`src/hw/rtl/ddo_pkg.sv`:
```
// ----------------------------------------------------------------------------
// ddo_pkg: shared types and constants of the odometry core
// CORDIC arctangent table, register indexes and controller command struct.
// ----------------------------------------------------------------------------
`default_nettype none
package ddo_pkg;

    localparam int TAB_LEN = 30;
    localparam logic [31:0] GAIN_Q30 = 32'd652032875;

    localparam logic [1:0] REG_ANGLE_PER_MM = 2'd0;
    localparam logic [1:0] REG_LEFT_IS_REF  = 2'd1;
    localparam logic [1:0] REG_UPDATE_RATE  = 2'd2;

    // Input actions
    localparam logic ACT_LATCH  = 1'b0;
    localparam logic ACT_UPDATE = 1'b1;

    function automatic logic [31:0] atan_entry(input logic [4:0] i);
        logic [31:0] v;
        case (i)
            5'd0:  v = 32'd536870912;
            5'd1:  v = 32'd316933407;
            5'd2:  v = 32'd167458907;
            5'd3:  v = 32'd85004756;
            5'd4:  v = 32'd42667331;
            5'd5:  v = 32'd21354465;
            5'd6:  v = 32'd10679838;
            5'd7:  v = 32'd5340245;
            5'd8:  v = 32'd2670163;
            5'd9:  v = 32'd1335087;
            5'd10: v = 32'd667544;
            5'd11: v = 32'd333772;
            5'd12: v = 32'd166886;
            5'd13: v = 32'd83443;
            5'd14: v = 32'd41722;
            5'd15: v = 32'd20861;
            5'd16: v = 32'd10430;
            5'd17: v = 32'd5215;
            5'd18: v = 32'd2608;
            5'd19: v = 32'd1304;
            5'd20: v = 32'd652;
            5'd21: v = 32'd326;
            5'd22: v = 32'd163;
            5'd23: v = 32'd81;
            5'd24: v = 32'd41;
            5'd25: v = 32'd20;
            5'd26: v = 32'd10;
            5'd27: v = 32'd5;
            5'd28: v = 32'd3;
            5'd29: v = 32'd1;
            default: v = 32'd0;
        endcase
        return v;
    endfunction

    // Controller to datapath commands
    typedef struct packed {
        logic load;       // capture input item, form deltas
        logic latch_prev; // action 0: store positions only
        logic turn;       // form saturated heading increment
        logic cordic_init_pose; // seed CORDIC with old heading
        logic cordic_init_half; // seed CORDIC with half new heading
        logic cordic_iter;
        logic mul_pose;   // products sum*cos, sum*sin
        logic commit;     // update pose and heading
        logic finish;     // capture quaternion and speeds
    } t_cmd;

    typedef struct packed {
        logic cordic_done;
    } t_status;

endpackage
`default_nettype wire

```
`src/hw/rtl/ddo_ctrl.sv`:
```
// ----------------------------------------------------------------------------
// ddo_ctrl: sequencer of the odometry core
// Steps one transaction through turn, two CORDIC passes and result capture.
// ----------------------------------------------------------------------------
`default_nettype none
module ddo_ctrl (
    input  wire            i_clk,
    input  wire            i_rst_n,
    input  wire            i_in_valid,
    output logic           o_in_ready,
    input  wire            i_action,
    input  wire            i_reads_ok,
    output logic           o_out_valid,
    input  wire            i_out_ready,
    input  ddo_pkg::t_status i_status,
    output ddo_pkg::t_cmd  o_cmd
);
    typedef enum logic [7:0] {
        S_IDLE  = 8'b0000_0001,
        S_TURN  = 8'b0000_0010,
        S_COR1  = 8'b0000_0100,
        S_MUL   = 8'b0000_1000,
        S_COMM  = 8'b0001_0000,
        S_COR2  = 8'b0010_0000,
        S_FIN   = 8'b0100_0000,
        S_OUT   = 8'b1000_0000
    } t_state;

    t_state r_state, n_state;
    logic   acc;

    assign o_in_ready  = (r_state == S_IDLE);
    assign o_out_valid = (r_state == S_OUT);
    assign acc = i_in_valid && o_in_ready;

    always_comb begin
        n_state = r_state;
        o_cmd   = '0;
        case (r_state)
            S_IDLE: begin
                if (acc && i_reads_ok) begin
                    if (i_action == ddo_pkg::ACT_UPDATE) begin
                        o_cmd.load = 1'b1;
                        n_state = S_TURN;
                    end else begin
                        o_cmd.latch_prev = 1'b1;
                    end
                end
            end
            S_TURN: begin
                o_cmd.turn = 1'b1;
                o_cmd.cordic_init_pose = 1'b1;
                n_state = S_COR1;
            end
            S_COR1: begin
                if (!i_status.cordic_done) o_cmd.cordic_iter = 1'b1;
                else n_state = S_MUL;
            end
            S_MUL: begin
                o_cmd.mul_pose = 1'b1;
                n_state = S_COMM;
            end
            S_COMM: begin
                o_cmd.commit = 1'b1;
                n_state = S_COR2;
            end
            S_COR2: begin
                if (!i_status.cordic_done) o_cmd.cordic_iter = 1'b1;
                else n_state = S_FIN;
            end
            S_FIN: begin
                o_cmd.finish = 1'b1;
                n_state = S_OUT;
            end
            S_OUT: begin
                if (i_out_ready) n_state = S_IDLE;
            end
            default: n_state = S_IDLE;
        endcase
        // second CORDIC pass is seeded in the commit cycle
        if (r_state == S_COMM) o_cmd.cordic_init_half = 1'b1;
    end

    always_ff @(posedge i_clk) begin
        if (!i_rst_n) r_state <= S_IDLE;
        else          r_state <= n_state;
    end
endmodule
`default_nettype wire

```
`config.mk`:
```
export PLATFORM = sky130hd
export DESIGN_NAME = ddo_ctrl
export DESIGN_NICKNAME = d
export VERILOG_FILES = /design/src/hw/rtl/ddo_pkg.sv /design/src/hw/rtl/ddo_ctrl.sv
export SDC_FILE = /design/constraint.sdc
export NUM_CORES = 1
export LEC_CHECK = 0
export ABC_AREA = 1
export BUFFER_PORTS_ARGS = -buffer_cell sky130_fd_sc_hd__buf_2
export CAP_MARGIN = 20
export CORE_MARGIN = 1
export CORE_UTILIZATION = 25
export CTS_BUF_LIST = sky130_fd_sc_hd__clkbuf_4 sky130_fd_sc_hd__clkbuf_8 sky130_fd_sc_hd__clkbuf_16
export DETAILED_ROUTE_END_ITERATION = 7
export PLACE_DENSITY_LB_ADDON = 0.08
export SKIP_CTS_REPAIR_TIMING = 1
export SYNTH_ARGS = -nofsm -noshare
export SYNTH_HDL_FRONTEND = slang
export SYNTH_SLANG_ARGS = --single-unit
export TNS_END_PERCENT = 50
```
`constraint.sdc`:
```
create_clock -name i_clk -period 1.5 [get_ports i_clk]
set_input_delay 0.225 -clock i_clk [delete_from_list [all_inputs] [get_ports i_clk]]
set_output_delay 0.225 -clock i_clk [all_outputs]
set_load 0.01 [all_outputs]
```
# Yosys cells after proc, flatten, opt, wreduce, memory -nomap -nowiden
# Cells that the tools add are included.
# word_totals
ff_bits	8
inputBits	7
out_inout_bits	11
wordCells	34
# op_classes
eq_ne	13
n_mux	16
reduce_logical	4
# ops
cell	n
one-hot mux 8 bit (8 select lines)	1
two-way mux 8 bit	5
== test 8 x 1 -> 1 bit (second input constant)	1
== test 8 x 2 -> 1 bit (second input constant)	1
== test 8 x 3 -> 1 bit (second input constant)	1
== test 8 x 4 -> 1 bit (second input constant)	1
== test 8 x 5 -> 1 bit (second input constant)	1
== test 8 x 6 -> 1 bit (second input constant)	1
== test 8 x 7 -> 1 bit (second input constant)	1
== test 8 bit (second input constant)	1
two-way mux 1 bit	7
two-way mux 2 bit	3
!= test 2 x 1 -> 1 bit (second input constant)	3
AND reduction 5 bit	1
!= test 2 bit (second input constant)	2
logical AND 1 bit	2
OR reduction 2 bit	1

# Longest topological paths before layout
# depth
word_depth	5
depth_mapped	10
mapped_depth_nobuf	10

# Worst setup path before layout
# OpenSTA, ideal clock, no wires.
# synth_path
path_type	register to register
start	register r_state[2]
end	register r_state[0]
setup_time_ns	0.118
t_arrival_ns	1.101
required_time_ns	1.382
slack_ns	0.281
path_stages_with_launch	9
path_buffers	0
period_less_slack_ns	1.219
cell_sequence	dfxtp_1 > nor2_2 > nand2_4 > nor2_1 > nor2_1 > nand2_1 > nor2_1 > nand3_1 > nand3_2
# synth_via
elab_chain_cells	5
elab_cells_between_ends	17
cone_classes	eq/ne (13); mux (1); reduce/logical (3)
# synth_lines
item	line_no	text
start: declaration	ddo_ctrl.sv:29	t_state r_state, n_state;
start signal: assignment	ddo_ctrl.sv:86	else r_state <= n_state;
== test 8 x 1 -> 1 bit	ddo_ctrl.sv:32, ddo_ctrl.sv:39	
logical AND 1 bit	ddo_ctrl.sv:34	assign acc = i_in_valid && o_in_ready;
logical AND 1 bit	ddo_ctrl.sv:41	if (acc && i_reads_ok) begin
!= test 2 x 1 -> 1 bit (no source line)	n/a	
AND reduction 5 bit (no source line)	n/a	
# Several ways; a longest one is shown, not always the timed one.
# A chain may end at the register's enable or synchronous reset.

==> impl_metrics.yaml <==
synth:
  synthSimpleGateAreaFrac_pct: 58.5
  ys_seq_area_share_pct: 24.2
  syn_area_um2: 661
  synth_common_cells: "nand2_1 (16), inv_1 (14), nor2_1 (13)"
  synthDistinctLibCells: 18
  yosys.area.top_type: "dfxtp_1"
  synth_top_family_by_area: "simple AND/OR/NAND/NOR gates"
  synth_compound_area_share_pct: 0.758
  synth_fa_ha_area_share_pct: 0
  syn_inst: 100
  synthTopCellsByArea: "dfxtp_1 (24%), nand2_4 (10%), nand2_1 (9.1%)"
  async_reset_ff_share_pct: 0
  syn_area_per_cell_um2: 6.61
  synth_edf_count: 0
  synth-seq-cells: 8
  muxShareOfSynthArea_pct: 0
  syn_nets: 107
  synth_most_common_cell: "nand2_1"
  synth-xor-area-share_pct: 0
  yosysWarningCount: 0
  synth_top_cell_area_share_pct: 24.2
  ys.flop_type: "dfxtp_1"
clocking:
  cts-root-buf: "clkbuf_4"
  clockBufferDepth: 2
  cts_buffers: 3
  cts_sinks: 8
  clkTransAtPathRegs_ps: 60
  tritoncts: "yes"
  clk-insertion-delay-late_ps: 260
  htree_levels: 1
job:
  maxCapViolations: 0
placed_design:
  placed_area_um2: 761
  port-buffer-count: 17
  gp_congestion: 0.861
  dpl_worst_slack_ps: 173
  dp.cells: 144
  dp_hpwl_mm: 1.30
floorplan:
  num_io_pins: 18
  dieArea_um2: 2850
  die-height_um: 53.4
  start_util_pct: 26.7
  rows: 18
  coreArea_um2: 2480
  dieWidth_um: 53.4
power:
  p_switching_w: 0.000941
  ir_worst_vdd_mv: 0.918
  power.density_nw_per_um2: 2050
  p_comb_share_pct: 72.9
  leakage_nw: 0.483
  seq_power_share_pct: 18.2
  internal_power_w: 0.000984
  swShare_pct: 48.9
  pwr-share-clk_pct: 8.9
global_route:
  grt_usage_pct: 12.9
  antenna_found_initial: 0
  busiest_layer: "met2"
  grt_pass1_vias: 596
  grt_use_met1_pct: 15.2
  grt_max_degree: 7
  use_met2_pct: 19.8
  met3_usage_pct: 4.31
  grt-ovfl-total: 0
  grt_pass1_wl_mm: 2.50
hold_path:
  min_path_type: "primary input to flop"
  min-delay-start: "i_rst_n"
  hold_depth: 2
cells_and_area:
  post-route-cell-area_um2: 937
  regMostFlops: "r_state"
  drive_above_1_share_pct: 58.7
  largest_register_ffs: 8
  final_util_pct: 37.8
  n_antenna_cell: 0
  top_regs: "r_state: 8 flops"
  areaGrowthSynthToFinish_pct: 41.9
  finalNonFillerCells: 156
  nets: 135
  fillers: 290
sta:
  timing.final.crit_share_pct: 102
  period_needed_ps: 1530
  finClkSkew_ps: 6.79
  tightest_slew_ps: 185
  rsz0062_at_grt: "true"
  relSlewSlack_pct: 87.6
  finalHoldViolCount: 0
  maxSlewViolCount: 0
  fmax_mhz: 653
  post-route-worst-setup-slack_ps: -32.1
  finalSetupViolations: 1
outcome:
  outcome: "finished with violations"
  violations: "negative setup slack"
detailed_routing:
  drt_wl_total_mm: 1.59
  viasPerCell: 4.24
  drtPass1Iterations: 4
  ant_nets: 0
  drtIter0Drc: 6
  wire_per_inst_um: 10.2
  vias: 661
  drc: 0
worst_setup_path:
  cp-start-kind: "flop"
  crit_top_cell: "nand2_4"
  cp-startpoint: "r_state[7]"
  worst_setup_path_end_kind: "output port"
  crit_required_ps: 1270
  crit_type: "flop to output port"
  path_cells: "nor2_4, nand2_4, inv_6, nand2_8, inv_4, nand2_4, nor2_1, buf_2"
  crit_arrival_ps: 1310
  r2r-start: "r_state[7]"
  crit_fanout: 4
  r2r_cells: 12
  slowest_stage: "dfxtp_4"
  cpPeakStageDelay_ps: 350
==> cells in the final DEF (no fill, tap or decap), drive strengths merged <==
cell type	instances
dfxtp	8
nand3	12
nor2	21
clkbuf	3
inv	21
a21oi	1
nor3	6
buf	26
nand2	26
nand4	2
==> kinds of logic (layout without fill, tap and decap cells) <==
logic type             Yosys count  in the layout
AO/OA/AOI/OAI                    1              1
buffers and inverters           24             50
flip-flops                       8              8
AND/OR/NAND/NOR                 67             67
==> path summary, 6_finish.rpt <==
check	to	slack [ps]
setup / recovery	o_cmd[7]	-30
hold / removal	r_state[0]	190
setup reg to reg	r_state[5]	60
hold reg to reg	r_state[4]	510
==> power groups by stage <==
stage	Clock (W)	Combinational, W	Sequential, W
3_5_place_dp	0	0.00105	0.000328
2_1_floorplan	0	0.000877	0.000314
3_3_place_gp	0	0.00107	0.000328
5_1_grt	0.000188	0.00155	0.000359
4_1_cts	0.000175	0.00106	0.000324
6_report	0.000171	0.00140	0.000350
==> routing by layer <==
metal	routed length, um	vias to the layer above
met5	0	-
met4	23	0
met3	88	3
met2	742	21
met1	731	279
li1	-	358
==> worst max-delay path: cells and delay by family, from the launching register on <==
kind	cells	cell delay, ps
DFF	1	350
and+or+nand+nor	5	410
buffers and inverters	3	280
==> through the flow <==
step                hold WS, ps  power, W  setup TNS, ps
finish                      191   0.00192          -32.1
global route                197   0.00209           -440
CTS                         189   0.00156           -353
detailed placement          454   0.00138              0
global placement            451   0.00140              0
floorplan                   300   0.00119              0
==> cell type report <==
class | instances | area (um^2) | area share, %
multi-input combinational | 68 | 440 | 47.0
sequential | 8 | 176 | 18.8
timing repair buffer | 26 | 171 | 18.3
inverter | 21 | 88.8 | 9.48
tap | 30 | 37.5 | 4.01
clock buffer | 3 | 22.5 | 2.40
Power figures use the tool's default switching activity.
